<file path="src/design/eip_pkg.sv">
// shared types and constants for the ethernet / ipv4 / tcp header parser
// no dependencies
package eip_pkg;

  localparam int unsigned MAX_FRAME_BYTES   = 1518;
  localparam int unsigned LINK_HEADER_BYTES = 14;
  localparam int unsigned POS_W             = $clog2(MAX_FRAME_BYTES + 1);

  localparam logic [7:0] PROTO_IP   = 8'd0;
  localparam logic [7:0] PROTO_ICMP = 8'd1;
  localparam logic [7:0] PROTO_TCP  = 8'd6;
  localparam logic [7:0] PROTO_UDP  = 8'd17;

  localparam logic [3:0] MIN_HDR_CODE = 4'd5;

  typedef enum logic [2:0] {
    VERDICT_TCP_OK  = 3'd0,
    VERDICT_BAD_IP  = 3'd1,
    VERDICT_UDP     = 3'd2,
    VERDICT_ICMP    = 3'd3,
    VERDICT_IP      = 3'd4,
    VERDICT_UNKNOWN = 3'd5,
    VERDICT_BAD_TCP = 3'd6,
    VERDICT_PENDING = 3'd7
  } verdict_e;

  typedef struct packed {
    logic [POS_W-1:0] pos;
    logic [3:0]       ip_code;
    logic [7:0]       proto;
    logic [15:0]      total_len;
    logic [31:0]      src_addr;
    logic [31:0]      dst_addr;
    logic [31:0]      ports;
    logic [3:0]       tcp_code;
    verdict_e         verdict;
  } eip_frame_t;

  localparam eip_frame_t FRAME_RESET = '{
    pos:       '0,
    ip_code:   '0,
    proto:     '0,
    total_len: '0,
    src_addr:  '0,
    dst_addr:  '0,
    ports:     '0,
    tcp_code:  '0,
    verdict:   VERDICT_PENDING
  };

  typedef struct packed {
    logic [2:0]  status;
    logic [31:0] frame_number;
    logic [31:0] source_address;
    logic [31:0] destination_address;
    logic [15:0] source_port;
    logic [15:0] destination_port;
    logic [5:0]  ip_header_bytes;
    logic [5:0]  tcp_header_bytes;
    logic [7:0]  payload_offset;
    logic [15:0] payload_length;
  } eip_summary_t;

endpackage

</file>
<file path="src/design/eip_if.sv">
// valid/ready channels: frame bytes in, frame summaries out
// depends on nothing but the widths of the summary fields
interface eip_byte_if;
  logic       valid;
  logic       ready;
  logic [7:0] data_byte;
  logic       last_byte;

  modport source (output valid, output data_byte, output last_byte, input ready);
  modport sink   (input valid, input data_byte, input last_byte, output ready);
endinterface

interface eip_summary_if;
  logic        valid;
  logic        ready;
  logic [2:0]  status;
  logic [31:0] frame_number;
  logic [31:0] source_address;
  logic [31:0] destination_address;
  logic [15:0] source_port;
  logic [15:0] destination_port;
  logic [5:0]  ip_header_bytes;
  logic [5:0]  tcp_header_bytes;
  logic [7:0]  payload_offset;
  logic [15:0] payload_length;

  modport source (
    output valid, output status, output frame_number, output source_address,
    output destination_address, output source_port, output destination_port,
    output ip_header_bytes, output tcp_header_bytes, output payload_offset,
    output payload_length, input ready
  );
  modport sink (
    input valid, input status, input frame_number, input source_address,
    input destination_address, input source_port, input destination_port,
    input ip_header_bytes, input tcp_header_bytes, input payload_offset,
    input payload_length, output ready
  );
endinterface

</file>
<file path="src/design/eip_capture.sv">
// per-byte field capture: next frame state from the current state and one word
// depends on eip_pkg
module eip_capture (
  input  logic [7:0]          data_byte_i,
  input  eip_pkg::eip_frame_t state_i,
  output eip_pkg::eip_frame_t state_o
);
  import eip_pkg::*;

  function automatic verdict_e classify(input logic [7:0] proto);
    verdict_e v;
    unique case (proto)
      PROTO_UDP:  v = VERDICT_UDP;
      PROTO_ICMP: v = VERDICT_ICMP;
      PROTO_IP:   v = VERDICT_IP;
      default:    v = VERDICT_UNKNOWN;
    endcase
    return v;
  endfunction

  logic             in_snap;
  logic             active;
  logic [POS_W-1:0] p;
  logic [POS_W:0]   p_next;
  logic [5:0]       ip_bytes;
  logic [5:0]       tcp_bytes;
  logic [POS_W-1:0] t;
  logic [POS_W:0]   t_next;

  assign in_snap   = state_i.pos < POS_W'(MAX_FRAME_BYTES);
  assign active    = in_snap && (state_i.verdict == VERDICT_PENDING) &&
                     (state_i.pos >= POS_W'(LINK_HEADER_BYTES));
  assign p         = state_i.pos - POS_W'(LINK_HEADER_BYTES);
  assign p_next    = {1'b0, p} + 1'b1;
  assign ip_bytes  = {state_i.ip_code, 2'b00};
  assign tcp_bytes = {state_i.tcp_code, 2'b00};
  assign t         = p - POS_W'(ip_bytes);
  assign t_next    = {1'b0, t} + 1'b1;

  always_comb begin
    state_o = state_i;
    if (in_snap) begin
      state_o.pos = state_i.pos + 1'b1;
    end
    if (active) begin
      if (p == '0) begin
        state_o.ip_code = data_byte_i[3:0];
        if (data_byte_i[3:0] < MIN_HDR_CODE) begin
          state_o.verdict = VERDICT_BAD_IP;
        end
      end else begin
        priority if (p == POS_W'(2) || p == POS_W'(3)) begin
          state_o.total_len = {state_i.total_len[7:0], data_byte_i};
        end else if (p == POS_W'(9)) begin
          state_o.proto = data_byte_i;
        end else if (p >= POS_W'(12) && p <= POS_W'(15)) begin
          state_o.src_addr = {state_i.src_addr[23:0], data_byte_i};
        end else if (p >= POS_W'(16) && p <= POS_W'(19)) begin
          state_o.dst_addr = {state_i.dst_addr[23:0], data_byte_i};
        end else begin
        end

        // last ip header byte settles anything that is not tcp
        if (p_next == (POS_W+1)'(ip_bytes)) begin
          if (state_o.proto != PROTO_TCP) begin
            state_o.verdict = classify(state_o.proto);
          end
        end else if (p >= POS_W'(ip_bytes) && state_o.proto == PROTO_TCP) begin
          priority if (t <= POS_W'(3)) begin
            state_o.ports = {state_i.ports[23:0], data_byte_i};
          end else if (t == POS_W'(12)) begin
            state_o.tcp_code = data_byte_i[7:4];
            if (data_byte_i[7:4] < MIN_HDR_CODE) begin
              state_o.verdict = VERDICT_BAD_TCP;
            end
          end else if (t > POS_W'(12)) begin
            if (t_next == (POS_W+1)'(tcp_bytes)) begin
              state_o.verdict = VERDICT_TCP_OK;
            end
          end else begin
          end
        end
      end
    end
  end

endmodule

</file>
<file path="src/design/eth_ipv4_tcp_header_parser_core.sv">
// ethernet / ipv4 / tcp header parser, one frame word accepted per cycle
// latency: the summary is valid the cycle after the last word is accepted
// throughput: one word per cycle, set by the single capture stage; while a
// summary is held and not taken, every input word stalls until it is taken
// reset: async active low, frame state and frame count cleared at once
module eth_ipv4_tcp_header_parser_core (
  input  logic clk_i,
  input  logic rst_ni,
  eip_byte_if.sink      byte_i,
  eip_summary_if.source summary_o
);
  import eip_pkg::*;

  eip_frame_t   frame_q;
  eip_frame_t   frame_nxt;
  eip_frame_t   frame_d;
  logic [31:0]  count_q;
  logic [31:0]  count_d;
  logic         out_valid_q;
  logic         out_valid_d;
  eip_summary_t summary_q;
  eip_summary_t summary_d;

  logic         in_accept;
  logic [5:0]   ipb;
  logic [5:0]   tcpb;
  logic [6:0]   hdr;
  logic         addr_ok;
  logic         tcp_ok;

  assign byte_i.ready = !out_valid_q || summary_o.ready;
  assign in_accept    = byte_i.valid && byte_i.ready;

  eip_capture u_capture (
    .data_byte_i (byte_i.data_byte),
    .state_i     (frame_q),
    .state_o     (frame_nxt)
  );

  assign ipb     = {frame_nxt.ip_code, 2'b00};
  assign tcpb    = {frame_nxt.tcp_code, 2'b00};
  assign hdr     = {1'b0, ipb} + {1'b0, tcpb};
  assign addr_ok = !(frame_nxt.verdict == VERDICT_BAD_IP ||
                     frame_nxt.verdict == VERDICT_PENDING);
  assign tcp_ok  = frame_nxt.verdict == VERDICT_TCP_OK;

  always_comb begin
    summary_d                     = summary_q;
    summary_d.status              = frame_nxt.verdict;
    summary_d.frame_number        = count_q + 32'd1;
    summary_d.source_address      = addr_ok ? frame_nxt.src_addr : '0;
    summary_d.destination_address = addr_ok ? frame_nxt.dst_addr : '0;
    summary_d.ip_header_bytes     = ipb;
    summary_d.tcp_header_bytes    =
      (tcp_ok || frame_nxt.verdict == VERDICT_BAD_TCP) ? tcpb : '0;
    summary_d.source_port         = tcp_ok ? frame_nxt.ports[31:16] : '0;
    summary_d.destination_port    = tcp_ok ? frame_nxt.ports[15:0] : '0;
    summary_d.payload_offset      = tcp_ok ? (8'(LINK_HEADER_BYTES) + {1'b0, hdr}) : '0;
    if (tcp_ok && frame_nxt.total_len > {9'd0, hdr}) begin
      summary_d.payload_length = frame_nxt.total_len - {9'd0, hdr};
    end else begin
      summary_d.payload_length = '0;
    end
  end

  always_comb begin
    frame_d     = frame_q;
    count_d     = count_q;
    out_valid_d = out_valid_q && !summary_o.ready;
    if (in_accept) begin
      if (byte_i.last_byte) begin
        frame_d     = FRAME_RESET;
        count_d     = count_q + 32'd1;
        out_valid_d = 1'b1;
      end else begin
        frame_d = frame_nxt;
      end
    end
  end

  always_ff @(posedge clk_i or negedge rst_ni) begin
    if (!rst_ni) begin
      frame_q     <= FRAME_RESET;
      count_q     <= '0;
      out_valid_q <= 1'b0;
    end else begin
      frame_q     <= frame_d;
      count_q     <= count_d;
      out_valid_q <= out_valid_d;
    end
  end

  // summary payload loads only with a closing word
  always_ff @(posedge clk_i) begin
    if (in_accept && byte_i.last_byte) begin
      summary_q <= summary_d;
    end
  end

  assign summary_o.valid               = out_valid_q;
  assign summary_o.status              = summary_q.status;
  assign summary_o.frame_number        = summary_q.frame_number;
  assign summary_o.source_address      = summary_q.source_address;
  assign summary_o.destination_address = summary_q.destination_address;
  assign summary_o.source_port         = summary_q.source_port;
  assign summary_o.destination_port    = summary_q.destination_port;
  assign summary_o.ip_header_bytes     = summary_q.ip_header_bytes;
  assign summary_o.tcp_header_bytes    = summary_q.tcp_header_bytes;
  assign summary_o.payload_offset      = summary_q.payload_offset;
  assign summary_o.payload_length      = summary_q.payload_length;

endmodule

</file>
<file path="src/flat_wrapper.sv">
// flat-port wrapper written by rule: the top's interface ports become plain ports
module eth_ipv4_tcp_header_parser_core_flat import eip_pkg::*;
  (clk_i, rst_ni, byte_i_valid, byte_i_data_byte, byte_i_last_byte, byte_i_ready, summary_o_valid, summary_o_status, summary_o_frame_number, summary_o_source_address, summary_o_destination_address, summary_o_source_port, summary_o_destination_port, summary_o_ip_header_bytes, summary_o_tcp_header_bytes, summary_o_payload_offset, summary_o_payload_length, summary_o_ready);
  eip_byte_if byte_i_i ();
  eip_summary_if summary_o_i ();
  input  logic clk_i;
  input  logic rst_ni;
  input wire logic [$bits(byte_i_i.valid)-1:0] byte_i_valid;
  input wire logic [$bits(byte_i_i.data_byte)-1:0] byte_i_data_byte;
  input wire logic [$bits(byte_i_i.last_byte)-1:0] byte_i_last_byte;
  output wire logic [$bits(byte_i_i.ready)-1:0] byte_i_ready;
  output wire logic [$bits(summary_o_i.valid)-1:0] summary_o_valid;
  output wire logic [$bits(summary_o_i.status)-1:0] summary_o_status;
  output wire logic [$bits(summary_o_i.frame_number)-1:0] summary_o_frame_number;
  output wire logic [$bits(summary_o_i.source_address)-1:0] summary_o_source_address;
  output wire logic [$bits(summary_o_i.destination_address)-1:0] summary_o_destination_address;
  output wire logic [$bits(summary_o_i.source_port)-1:0] summary_o_source_port;
  output wire logic [$bits(summary_o_i.destination_port)-1:0] summary_o_destination_port;
  output wire logic [$bits(summary_o_i.ip_header_bytes)-1:0] summary_o_ip_header_bytes;
  output wire logic [$bits(summary_o_i.tcp_header_bytes)-1:0] summary_o_tcp_header_bytes;
  output wire logic [$bits(summary_o_i.payload_offset)-1:0] summary_o_payload_offset;
  output wire logic [$bits(summary_o_i.payload_length)-1:0] summary_o_payload_length;
  input wire logic [$bits(summary_o_i.ready)-1:0] summary_o_ready;
  assign byte_i_i.valid = byte_i_valid;
  assign byte_i_i.data_byte = byte_i_data_byte;
  assign byte_i_i.last_byte = byte_i_last_byte;
  assign byte_i_ready = byte_i_i.ready;
  assign summary_o_valid = summary_o_i.valid;
  assign summary_o_status = summary_o_i.status;
  assign summary_o_frame_number = summary_o_i.frame_number;
  assign summary_o_source_address = summary_o_i.source_address;
  assign summary_o_destination_address = summary_o_i.destination_address;
  assign summary_o_source_port = summary_o_i.source_port;
  assign summary_o_destination_port = summary_o_i.destination_port;
  assign summary_o_ip_header_bytes = summary_o_i.ip_header_bytes;
  assign summary_o_tcp_header_bytes = summary_o_i.tcp_header_bytes;
  assign summary_o_payload_offset = summary_o_i.payload_offset;
  assign summary_o_payload_length = summary_o_i.payload_length;
  assign summary_o_i.ready = summary_o_ready;
  eth_ipv4_tcp_header_parser_core u_core (.clk_i(clk_i), .rst_ni(rst_ni), .byte_i(byte_i_i), .summary_o(summary_o_i));
endmodule
</file>
<file path="config.mk">
export PLATFORM = sky130hd
export DESIGN_NAME = eth_ipv4_tcp_header_parser_core_flat
export DESIGN_NICKNAME = d
export VERILOG_FILES = /design/src/design/eip_pkg.sv /design/src/design/eip_if.sv /design/src/design/eip_capture.sv /design/src/design/eth_ipv4_tcp_header_parser_core.sv /design/src/flat_wrapper.sv
export SDC_FILE = /design/constraint.sdc
export NUM_CORES = 1
export LEC_CHECK = 0
export BUFFER_PORTS_ARGS = -buffer_cell sky130_fd_sc_hd__buf_2
export CORE_MARGIN = 2
export CORE_UTILIZATION = 30
export CTS_BUF_LIST = sky130_fd_sc_hd__clkbuf_4
export DETAILED_ROUTE_END_ITERATION = 10
export GPL_TIMING_DRIVEN = 0
export HOLD_SLACK_MARGIN = 0.06
export PLACE_DENSITY = 0.43
export RECOVER_POWER = 50
export SYNTH_ARGS = -nofsm -noshare
export SYNTH_HDL_FRONTEND = slang
export SYNTH_HIERARCHICAL = 1
export SYNTH_SLANG_ARGS = --single-unit
</file>
<file path="constraint.sdc">
create_clock -name clk_i -period 8.75 [get_ports clk_i]
set_input_delay 0.875 -clock clk_i [delete_from_list [all_inputs] [get_ports clk_i]]
set_output_delay 0.875 -clock clk_i [all_outputs]
set_load 0.01 [all_outputs]
</file>
==> results of run 1 <==
[per-stage QoR]
step | cell area (sq um) | power (mW) | instances | util [%]
2_1_floorplan | 17090 | 1.977 | 1615 | -
3_3_place_gp | 18890 | 2.135 | 2542 | 33.57
3_5_place_dp | 19010 | 2.132 | 2547 | 33.78
4_1_cts | 20360 | 3.752 | 2733 | 36.18
5_1_grt | 20070 | 3.853 | 2735 | 35.67
6_report | 20070 | 3.652 | 2735 | 35.67
[routing by layer]
layer	part of all wire (%)	vias to the layer above	GRT usage, %
li1	-	6222	-
met1	47	6288	23.44
met2	46	307	26.69
met3	4.2	77	3.334
met4	2.4	0	6.590
met5	0	-	0
[cell families (layout without fill, tap and decap cells)]
group,Yosys count,after routing,share of synthesized area (%)
xor gates and xnor gates,105,105,5.386
DFF,337,337,54.16
and+or+nand+nor,643,643,18.16
adders and majority gates,27,27,2.081
AOI/OAI and AO/OA,231,231,8.112
buffers and inverters,135,497,3.393
muxes,132,132,8.684
other,1,7,0.02196
[tightest hold or removal path: stages]
cell and delay [ps]:
sky130_fd_sc_hd__buf_2 70, sky130_fd_sc_hd__nand2b_1 170, sky130_fd_sc_hd__nand2_1 70
[worst min path at each step]
stage	startpoint	cells past startpoint	to
global placement	u_core/frame_q[31]$_DFFE_PN0P_	2	u_core/frame_q[31]$_DFFE_PN0P_
detailed placement	u_core/frame_q[36]$_DFFE_PN0P_	2	u_core/frame_q[36]$_DFFE_PN0P_
global route	summary_o_ready	3	u_core/summary_o.valid$_DFF_PN0_
CTS	summary_o_ready	3	u_core/summary_o.valid$_DFF_PN0_
floorplan	u_core/frame_q[31]$_DFFE_PN0P_	2	u_core/frame_q[31]$_DFFE_PN0P_
finish	summary_o_ready	3	u_core/summary_o.valid$_DFF_PN0_
[cells in the mapped netlist (4+ instances only)]
cell type                   instances  area share [%]
sky130_fd_sc_hd__nor3_1            13            0.38
sky130_fd_sc_hd__clkbuf_1          66             1.5
sky130_fd_sc_hd__nand2b_1           6            0.22
sky130_fd_sc_hd__buf_4              7            0.31
sky130_fd_sc_hd__o31ai_1            7            0.31
sky130_fd_sc_hd__a31oi_1            6            0.22
sky130_fd_sc_hd__edfxtp_1         162              28
sky130_fd_sc_hd__and2_1           104             3.8
sky130_fd_sc_hd__nor4_1            10            0.37
sky130_fd_sc_hd__o2111ai_1          4            0.21
sky130_fd_sc_hd__nor2b_1            6            0.22
sky130_fd_sc_hd__xnor2_1           69             3.5
sky130_fd_sc_hd__and3_1             9            0.33
sky130_fd_sc_hd__a21o_1             5            0.22
sky130_fd_sc_hd__nand4_1           18            0.66
sky130_fd_sc_hd__nand3_1           26            0.76
sky130_fd_sc_hd__or2_2              6            0.22
sky130_fd_sc_hd__buf_1             12            0.26
sky130_fd_sc_hd__o21ai_0          151             4.4
sky130_fd_sc_hd__inv_1             27            0.59
sky130_fd_sc_hd__xor2_1            36             1.8
sky130_fd_sc_hd__dfrtp_1          172              25
sky130_fd_sc_hd__nand2_1          335             7.4
sky130_fd_sc_hd__mux2_2            99             6.5
sky130_fd_sc_hd__a22oi_1            4            0.18
sky130_fd_sc_hd__or3_1              9            0.33
sky130_fd_sc_hd__a21oi_1           17            0.50
sky130_fd_sc_hd__ha_1              22             1.6
sky130_fd_sc_hd__buf_2             19            0.56
sky130_fd_sc_hd__mux2_1            30             2.0
sky130_fd_sc_hd__or4_1              8            0.35
sky130_fd_sc_hd__nor2_1            65             1.4
[report_power, final]
part           internal, mW  switching [mW]  total (mW)
clock network         0.865           0.707        1.57
logic                0.0770           0.230       0.307
registers              1.73          0.0423        1.77
total                  2.67           0.979        3.65
[what timing repair did]
action,in CTS,in global routing
hold buffers,1,0
endpoints found under the hold margin,39,0
endpoints found under the setup margin,0,0
[final cells by class]
| type | count | share of cell area, % |
|---|---|---|
| Antenna cell | 2 | 0.02493 |
| Tap cell | 756 | 4.713 |
| Clock inverter | 22 | 0.5860 |
| Inverter | 28 | 0.5236 |
| Multi-Input combinational cell | 1143 | 36.01 |
| Buffer | 107 | 2.338 |
| Timing Repair Buffer | 177 | 3.634 |
| Clock buffer | 163 | 6.096 |
| Sequential cell | 337 | 46.07 |
[flip-flops by register name, indices dropped and copies added (netlist names), 16 cells and up]
name and flops:
u_core/frame_q 142, u_core/count_q 32, u_core/summary_o.destination_address 32, u_core/summary_o.frame_number 32
u_core/summary_o.source_address 32, u_core/summary_o.destination_port 16, u_core/summary_o.payload_length 16, u_core/summary_o.source_port 16
==> reports/metrics.yaml, run 1 <==
synth.lib_cells_used.distinct: 78
cap_violations: 4
timing.final.setup_violations: 0
critical_path_required_ps: 9320
fill_cells: 5866
clock_tree.buffer_depth: 3
grt_first_pass_wirelength_um: 77840
timing.hold.ws_ps: 390.5
timing.critical_path.slowest_stage_cell: "sky130_fd_sc_hd__a2111oi_0"
timing.rr.start: "u_core/frame_q[132]$_DFFE_PN0P_"
globalRoute.totalOverflow: 0
detailroute.via_count: 12890
path_buf_inv: 2
timing.critical_path.cells: "ha_1 -> xor2_1 -> inv_1 -> fa_1 -> nand2b_1 -> a21o_1 -> or4_1 -> a311oi_2 -> nand4_1 -> nor4_2 -> mux2_2 -> ha_1 -> fa_1 -> a21oi_1 -> nor2_1 -> nor2_1 -> ha_1 -> clkbuf_1 -> and3_1 -> a2111oi_0 -> nand2_1 -> o311ai_0 -> nand2_1"
maxSlewViolCount: 239
min_period_ps: 7787
ctsHtreeMaxLevel: 3
initial_antenna_violation_count: 2
drc_errors: 0
number_of_instances_in_the_synthesized_netlist: 1611
p_per_area_nw_per_um2: 181.9
chip_width_um: 242.6
synth.cell_area_sq_um: 17070
drt-wirelength-per-cell_um: 18.23
vias_per_cell: 4.714
fp.dieH_um: 242.6
worst-r2r-setup-slack_ps: 960
timing.critical_path.from: "u_core/frame_q[132]$_DFFE_PN0P_"
power.leakage_nw: 7.799
worst_slew_pin_slew_ps: 5493
violations: "capacitance limit, slew limit"
detailedPlacementHpwl_um: 35060
cell_type_with_the_highest_occurrence_count_on_the_critical_path: "sky130_fd_sc_hd__ha_1"
max_slew_margin_pct: -266.2
timing.rr.end: "u_core/summary_o.payload_length[15]$_SDFFCE_PN0P_"
cts_sinks: 337
io_buffers: 171
gp_congestion: 0.8472
synth_edf_count: 162
timing.critical_path.slowest_cell_delay_ps: 640
worstRegToRegCells: 23
syn_area_per_cell_sq_um: 10.60
std_cell_rows: 87
hold_viol_final: 0
postSynthRegisterBits: 337
grt_setup_unrepaired: "false"
flow.area_growth_from_synthesis_pct: 17.56
cts_inserted_buffers: 99
final_layout_setup_total_negative_slack_ps: 0
seq_area_frac_synth_pct: 54.16
synth_warnings: 6
drt_first_pass_iters: 4
cpLargestDelayFamily: "simple AND/OR/NAND/NOR gates"
mostFrequentLayoutCells: "sky130_fd_sc_hd__nand2_1 (335), sky130_fd_sc_hd__clkbuf_1 (234), sky130_fd_sc_hd__dfrtp_1 (172), sky130_fd_sc_hd__clkbuf_4 (163), sky130_fd_sc_hd__edfxtp_1 (162)"
clock.fmax_ghz: 0.1284
crit_arrival_ps: 8350
clk_latency_ps: 860
finClkSkew_ps: 73.56
dominantRegCellSynth: "sky130_fd_sc_hd__dfrtp_1"
start_util_pct: 30.34
final_layout_size_suffix_gt1_share_pct: 16.69
final.setup.worst_slack_ps: 963.3
criticalPathCategory: "flop to flop"
number_of_drc_markers_after_the_initial_detailed_route_iteration: 723
critical_path_peak_fanout: 13
timing.critical_path.to: "u_core/summary_o.payload_length[15]$_SDFFCE_PN0P_"
post_cts_resize_count: 0
cts_tree: "built"
design.portCount: 182
run_status: "complete, but fails checks"
critical_path_depth: 23
async_flop_share_pct: 51.93
floorplan.core_area_sq_um: 56280
postCtsSetupBuffers: 0
worst_setup_path_start_kind: "flop"
pin_count_of_the_biggest_net_entering_global_routing: 94
final-seq-area_sq_um: 9248
pre_cts_slack_ps: 1069
crit_path_end_kind: "flop"
nets: 1931
grt_usage_pct: 17.11
layout.cells.most_common: "sky130_fd_sc_hd__nand2_1"
multi_input_area_sq_um: 7228
timing.final.crit_share_pct: 88.99
cts.reportedPaths.clkPinSlew_ps: 60
root_buffer: "sky130_fd_sc_hd__clkbuf_4"
worst_hold_path_type: "primary input to flop"
die_area_sq_um: 58840
antenna_left: 0
ir_drop_mv: 0.1033
wirelength_um: 49870
grt_pass1_vias: 13160
No activity file was read; power rests on OpenSTA's default activity.
==> run 2: changes to the inputs <==
--- a/config.mk
+++ b/config.mk
@@ -7,12 +7,12 @@
 export LEC_CHECK = 0
 export BUFFER_PORTS_ARGS = -buffer_cell sky130_fd_sc_hd__buf_2
 export CORE_MARGIN = 2
-export CORE_UTILIZATION = 30
+export CORE_UTILIZATION = 61
 export CTS_BUF_LIST = sky130_fd_sc_hd__clkbuf_4
 export DETAILED_ROUTE_END_ITERATION = 10
 export GPL_TIMING_DRIVEN = 0
 export HOLD_SLACK_MARGIN = 0.06
-export PLACE_DENSITY = 0.43
+export PLACE_DENSITY = 0.79
 export RECOVER_POWER = 50
 export SYNTH_ARGS = -nofsm -noshare
 export SYNTH_HDL_FRONTEND = slang
==> run 2 against run 1 <==
  * The flow still finishes with violations (capacitance limit, slew limit)
  * Clock power shrank 16%
  * Design area shrank 3.7%
  * First-iteration DRC count grew 50%
  * Hold slack gained 84 ps
  * Setup slack gained 4.4 ps
  * Routed wire length shrank 17%
  * Die area shrank 50%
  * Non-clock buffer count shrank 1
  * Utilization grew 34 points
  * Critical path type unchanged
  * Critical endpoint is now u_core/summary_o.payload_length[11]$_SDFFCE_PN0P_
  * Largest cell class unchanged
  * Highest routed layer unchanged
==> reports/metrics.yaml, run 2 (synthesized netlist as in run 1, its figures left out) <==
largest_register_ffs: 142
postCtsSetupBuffers: 0
cap_violations: 4
fill_cells: 2131
criticalPathCategory: "flop to flop"
switching_share_pct: 26.39
gp_congestion: 0.9574
worstHoldPathCells: 2
critical_path_peak_fanout: 13
timing.rr.start: "u_core/frame_q[132]$_DFFE_PN0P_"
grt_first_pass_wirelength_um: 65650
register_containing_the_most_flip_flops_in_the_final_layout: "u_core/frame_q"
number_of_drc_markers_after_the_initial_detailed_route_iteration: 1081
maxSlewViolCount: 250
comb_power_share_pct: 8.7
cts_inserted_buffers: 84
violations: "capacitance limit, slew limit"
io_buffers: 171
cts.reportedPaths.clkPinSlew_ps: 60
clk_latency_ps: 710
hold_viol_final: 0
min_period_ps: 7782
die_area_sq_um: 29340
total_power_mw: 3.393
p_per_area_nw_per_um2: 175.6
drc_errors: 0
nets: 1915
run_status: "complete, but fails checks"
clock_tree.buffer_depth: 3
final_layout_size_suffix_gt1_share_pct: 14.95
flow.area_growth_from_synthesis_pct: 13.18
std_cell_rows: 61
grt_pass1_vias: 12620
post_cts_resize_count: 0
antenna_left: 0
detailed_place.area_sq_um: 18540
crit_path_end_kind: "flop"
final.setup.worst_slack_ps: 967.7
pin_count_of_the_biggest_net_entering_global_routing: 101
power_frac_seq_pct: 52.2
worst_hold_path_type: "flop to flop"
multi_input_area_sq_um: 7221
drt_first_pass_iters: 5
chip_width_um: 171.3
wirelength_um: 41610
ir_drop_mv: 0.1315
final-seq-area_sq_um: 9248
layout.cells.most_common: "sky130_fd_sc_hd__nand2_1"
cts_sinks: 337
fp.dieH_um: 171.3
worst_setup_path_start_kind: "flop"
fin_area_sq_um: 19320
total_switching_power_mw: 0.8955
crit_arrival_ps: 8220
root_buffer: "sky130_fd_sc_hd__clkbuf_4"
initial_antenna_violation_count: 1
timing.final.crit_share_pct: 88.94
detailedPlacementHpwl_um: 28840
design.portCount: 182
max_slew_margin_pct: -187.8
worstRegToRegCells: 24
cts_hold_repair.buffers: 0
clock.fmax_ghz: 0.1285
cts_tree: "built"
power.clock.fraction_pct: 39.0
drt-wirelength-per-cell_um: 17.89
ctsHtreeMaxLevel: 3
floorplan.core_area_sq_um: 27710
worst_hold_startpoint: "u_core/frame_q[137]$_DFFE_PN0P_"
timing.critical_path.from: "u_core/frame_q[132]$_DFFE_PN0P_"
mostFrequentLayoutCells: "sky130_fd_sc_hd__nand2_1 (335), sky130_fd_sc_hd__clkbuf_1 (237), sky130_fd_sc_hd__dfrtp_1 (172), sky130_fd_sc_hd__edfxtp_1 (162), sky130_fd_sc_hd__o21ai_0 (151)"
pre_cts_slack_ps: 1164
finClkSkew_ps: 48.01
final_layout_setup_total_negative_slack_ps: 0
grt_usage_pct: 28.51
timing.final.setup_violations: 0
detailroute.via_count: 13140
start_util_pct: 61.63
critical_path_required_ps: 9190
vias_per_cell: 5.650
power.leakage_nw: 7.631
globalRoute.totalOverflow: 0
intPower_mw: 2.497
timing.hold.ws_ps: 474.1
grt_setup_unrepaired: "false"
worst_slew_pin_slew_ps: 4317
-- run 2: area by class of cell --
type,instances,area share (%)
buffer,107,2.421
antenna,1,0.01295
inverter,28,0.5439
sequential,337,47.85
clock buffer,125,4.856
timing repair buffer,176,3.632
clock inverter,31,0.8676
multi-input combinational,1143,37.36
tap,378,2.447
-- run 2: power by group through the flow --
stage / Sequential, mW / Combinational, mW / Clock, mW
3_5_place_dp: 1.80 / 0.309 / 0
4_1_cts: 1.77 / 0.311 / 1.36
3_3_place_gp: 1.81 / 0.295 / 0
5_1_grt: 1.78 / 0.325 / 1.44
2_1_floorplan: 1.82 / 0.153 / 0
6_report: 1.77 / 0.296 / 1.32
-- run 2: critical path, cell delays in order, from the launching register on --
cell and delay (ps):
sky130_fd_sc_hd__dfrtp_1 600, sky130_fd_sc_hd__inv_1 190, sky130_fd_sc_hd__ha_1 480, sky130_fd_sc_hd__inv_1 130
sky130_fd_sc_hd__ha_1 230, sky130_fd_sc_hd__fa_1 430, sky130_fd_sc_hd__nand2b_1 190, sky130_fd_sc_hd__a21o_1 240
sky130_fd_sc_hd__or4_1 470, sky130_fd_sc_hd__a311oi_2 370, sky130_fd_sc_hd__nand4_1 170, sky130_fd_sc_hd__nor4_2 410
sky130_fd_sc_hd__mux2_2 440, sky130_fd_sc_hd__ha_1 240, sky130_fd_sc_hd__fa_1 400, sky130_fd_sc_hd__a21oi_1 170
sky130_fd_sc_hd__nor2_1 60, sky130_fd_sc_hd__nor2_1 230, sky130_fd_sc_hd__ha_1 290, sky130_fd_sc_hd__clkbuf_1 210
sky130_fd_sc_hd__and3_1 200, sky130_fd_sc_hd__a2111oi_0 580, sky130_fd_sc_hd__nand2_1 310, sky130_fd_sc_hd__o41ai_1 380
sky130_fd_sc_hd__a21oi_1 120
-- run 2: layer usage --
| metal | wire length, um | vias to the layer above | global-route usage, % |
|---|---|---|---|
| li1 | - | 6178 | - |
| met1 | 17600 | 6312 | 38.81 |
| met2 | 19400 | 559 | 44.86 |
| met3 | 3540 | 92 | 6.650 |
| met4 | 1068 | 0 | 10.72 |
| met5 | 0 | - | 0 |
-- run 2: final timing paths --
check | slack, ps | endpoint
worst max-delay path | 970 | u_core/summary_o.payload_length[11]$_SDFFCE_PN0P_
worst min-delay path | 470 | u_core/frame_q[137]$_DFFE_PN0P_
worst max register to register | 970 | u_core/summary_o.payload_length[11]$_SDFFCE_PN0P_
worst min register to register | 470 | u_core/frame_q[137]$_DFFE_PN0P_
max in group asynchronous | 2900 | u_core/frame_q[41]$_DFFE_PN0P_
min in group asynchronous | 1710 | u_core/frame_q[96]$_DFFE_PN0P_
-- run 2: stage by stage --
step                      cells  util, %
final                      2326    69.75
after global routing       2326    69.75
after CTS                  2325    70.90
after detailed placement   2169    66.91
after global placement     2164    66.48
after floorplan            1615        -
==> run 3: changes to the inputs <==
--- a/config.mk
+++ b/config.mk
@@ -12,7 +12,7 @@
 export DETAILED_ROUTE_END_ITERATION = 10
 export GPL_TIMING_DRIVEN = 0
 export HOLD_SLACK_MARGIN = 0.06
-export PLACE_DENSITY = 0.79
+export PLACE_DENSITY = 0.84
 export RECOVER_POWER = 50
 export SYNTH_ARGS = -nofsm -noshare
 export SYNTH_HDL_FRONTEND = slang
==> run 3 against run 2 <==
  * The run still ends with capacitance limit, slew limit left
  * Fmax fell by 0.34%
  * Clock skew increased by 11 ps
  * Design area rose by 0.61%
  * Global-route usage increased by 0.79 points
  * Setup slack worse by 27 ps
  * Total power up 2.5%
==> reports/metrics.yaml, run 3 (synthesized netlist as in run 1, its figures left out) <==
std_cell_rows: 61
timing.final.crit_share_pct: 89.24
layout.cells.most_common: "sky130_fd_sc_hd__nand2_1"
worstRegToRegCells: 23
worst_hold_path_type: "flop to flop"
timing.critical_path.cells: "ha_1 -> xor2_1 -> inv_1 -> fa_1 -> nand2b_1 -> a21o_1 -> or4_1 -> a311oi_2 -> nand4_1 -> nor4_2 -> mux2_2 -> ha_1 -> fa_1 -> a21oi_1 -> nor2_1 -> nor2_1 -> ha_1 -> clkbuf_1 -> and3_1 -> a2111oi_0 -> nand2_1 -> o311ai_0 -> nand2_1"
wirelength_um: 42650
top_layer: "met4"
fp.dieH_um: 171.3
grt_first_pass_wirelength_um: 67040
grt_setup_unrepaired: "false"
ir_drop_mv: 0.1499
initial_antenna_violation_count: 2
timing.final.setup_violations: 0
worst-r2r-setup-slack_ps: 940
pin_count_of_the_biggest_net_entering_global_routing: 109
p_per_area_nw_per_um2: 178.9
final-seq-area_sq_um: 9248
clock.fmax_ghz: 0.1281
timing.critical_path.from: "u_core/frame_q[132]$_DFFE_PN0P_"
timing.critical_path.to: "u_core/summary_o.payload_length[15]$_SDFFCE_PN0P_"
drc_errors: 0
fin_area_sq_um: 19440
cts_tree: "built"
critical_path_required_ps: 9210
timing.hold.ws_ps: 474.5
worst_setup_path_start_kind: "flop"
power.leakage_nw: 7.760
post_cts_resize_count: 0
met3_wirelength_um: 3198
largest_register_ffs: 142
globalRoute.totalOverflow: 0
cell_type_with_the_highest_occurrence_count_on_the_critical_path: "sky130_fd_sc_hd__ha_1"
drt_first_pass_iters: 5
timing.rr.end: "u_core/summary_o.payload_length[15]$_SDFFCE_PN0P_"
maxSlewViolCount: 251
detailroute.via_count: 13300
multi_input_area_sq_um: 7228
grt_pass1_vias: 13250
design.portCount: 182
flow.area_growth_from_synthesis_pct: 13.87
cts_hold_repair.buffers: 0
crit_arrival_ps: 8270
cts_inserted_buffers: 84
nets: 1915
place_inst: 2169
timing.critical_path.slowest_cell_delay_ps: 660
ctsHtreeMaxLevel: 3
final-instance-count-excl-fill: 2327
run_status: "complete, but fails checks"
wl_met1_um: 17600
io_buffers: 171
met2_length_um: 20440
detailed_place.area_sq_um: 18540
number_of_drc_markers_after_the_initial_detailed_route_iteration: 1336
clock_tree.buffer_depth: 3
crit_path_end_kind: "flop"
timing.rr.start: "u_core/frame_q[132]$_DFFE_PN0P_"
chip_width_um: 171.3
critical_path_peak_fanout: 13
final_layout_size_suffix_gt1_share_pct: 16.95
register_containing_the_most_flip_flops_in_the_final_layout: "u_core/frame_q"
violations: "capacitance limit, slew limit"
antenna_left: 0
timing.critical_path.slowest_stage_cell: "sky130_fd_sc_hd__a2111oi_0"
finClkSkew_ps: 58.93
clk_latency_ps: 710
min_period_ps: 7809
cts_sinks: 337
gp_congestion: 0.9321
postCtsSetupBuffers: 0
drt-wirelength-per-cell_um: 18.33
cts.reportedPaths.clkPinSlew_ps: 70
die_area_sq_um: 29340
vias_per_cell: 5.716
fill_cells: 2030
root_buffer: "sky130_fd_sc_hd__clkbuf_4"
worst_slew_pin_slew_ps: 3830
mostFrequentLayoutCells: "sky130_fd_sc_hd__nand2_1 (335), sky130_fd_sc_hd__clkbuf_1 (201), sky130_fd_sc_hd__dfrtp_1 (172), sky130_fd_sc_hd__edfxtp_1 (162), sky130_fd_sc_hd__o21ai_0 (151)"
final_core_utilization_pct: 70.18
start_util_pct: 61.63
criticalPathCategory: "flop to flop"
detailedPlacementHpwl_um: 29450
floorplan.core_area_sq_um: 27710
hold_viol_final: 0
grt_usage_pct: 29.30
max_slew_margin_pct: -155.3
cap_violations: 4
run 3: changes by cell type in the layout (fill, tap and decap cells not counted), sizes merged:
cell,change
clkinvlp,+2
inv,-1
clkbuf,-39
buf,+36
bufinv,+3
diode,+1
clkinv,-1
run 3: how the worst min path moves through the flow:
stage / startpoint / end / depth (start not counted)
after floorplan: u_core/frame_q[31]$_DFFE_PN0P_ / u_core/frame_q[31]$_DFFE_PN0P_ / 2
after global placement: u_core/frame_q[97]$_DFFE_PN0P_ / u_core/frame_q[97]$_DFFE_PN0P_ / 2
after detailed placement: u_core/frame_q[37]$_DFFE_PN0P_ / u_core/frame_q[37]$_DFFE_PN0P_ / 2
after CTS: rst_ni / u_core/frame_q[59]$_DFFE_PN0P_ / 1
after global routing: summary_o_ready / u_core/summary_o.valid$_DFF_PN0_ / 3
final: u_core/frame_q[137]$_DFFE_PN0P_ / u_core/frame_q[137]$_DFFE_PN0P_ / 2
run 3: where the power goes:
part	switching [mW]	internal, mW	total [mW]
clock	0.643	0.766	1.41
sequential	0.0424	1.73	1.77
combinational	0.219	0.0771	0.296
total	0.904	2.57	3.48
run 3: metrics by stage:
stage | worst slack, ps | TNS (ps) | power, mW
after floorplan | 1858 | 0 | 1.977
after global placement | -287.7 | -1401 | 2.102
after detailed placement | 1205 | 0 | 2.109
after CTS | 1062 | 0 | 3.523
after global routing | 447.1 | 0 | 3.630
final | 941.1 | 0 | 3.478
run 3: worst max-delay path, delay by kind of cell, from the launching register on:
| family | cells | cell delay (ps) |
|---|---|---|
| mux | 1 | 450 |
| simple gates | 9 | 2170 |
| buf+inv | 2 | 340 |
| fa+ha+maj | 5 | 1720 |
| compound gates | 5 | 1810 |
| xor+xnor | 1 | 540 |
| flops | 1 | 570 |
run 3: area by class of cell:
type / instances / area share, %
Tap cell: 378 / 2.433
Clock buffer: 122 / 4.711
Multi-Input combinational cell: 1143 / 37.18
Buffer: 107 / 2.413
Sequential cell: 337 / 47.56
Timing Repair Buffer: 176 / 3.836
Inverter: 28 / 0.5406
Clock inverter: 34 / 1.300
Antenna cell: 2 / 0.02574
run 3: routing by layer:
layer / vias up / GRT usage [%]
met5: - / 0
met4: 0 / 13.04
li1: 6170 / -
met2: 583 / 47.88
met3: 118 / 5.821
met1: 6429 / 38.18
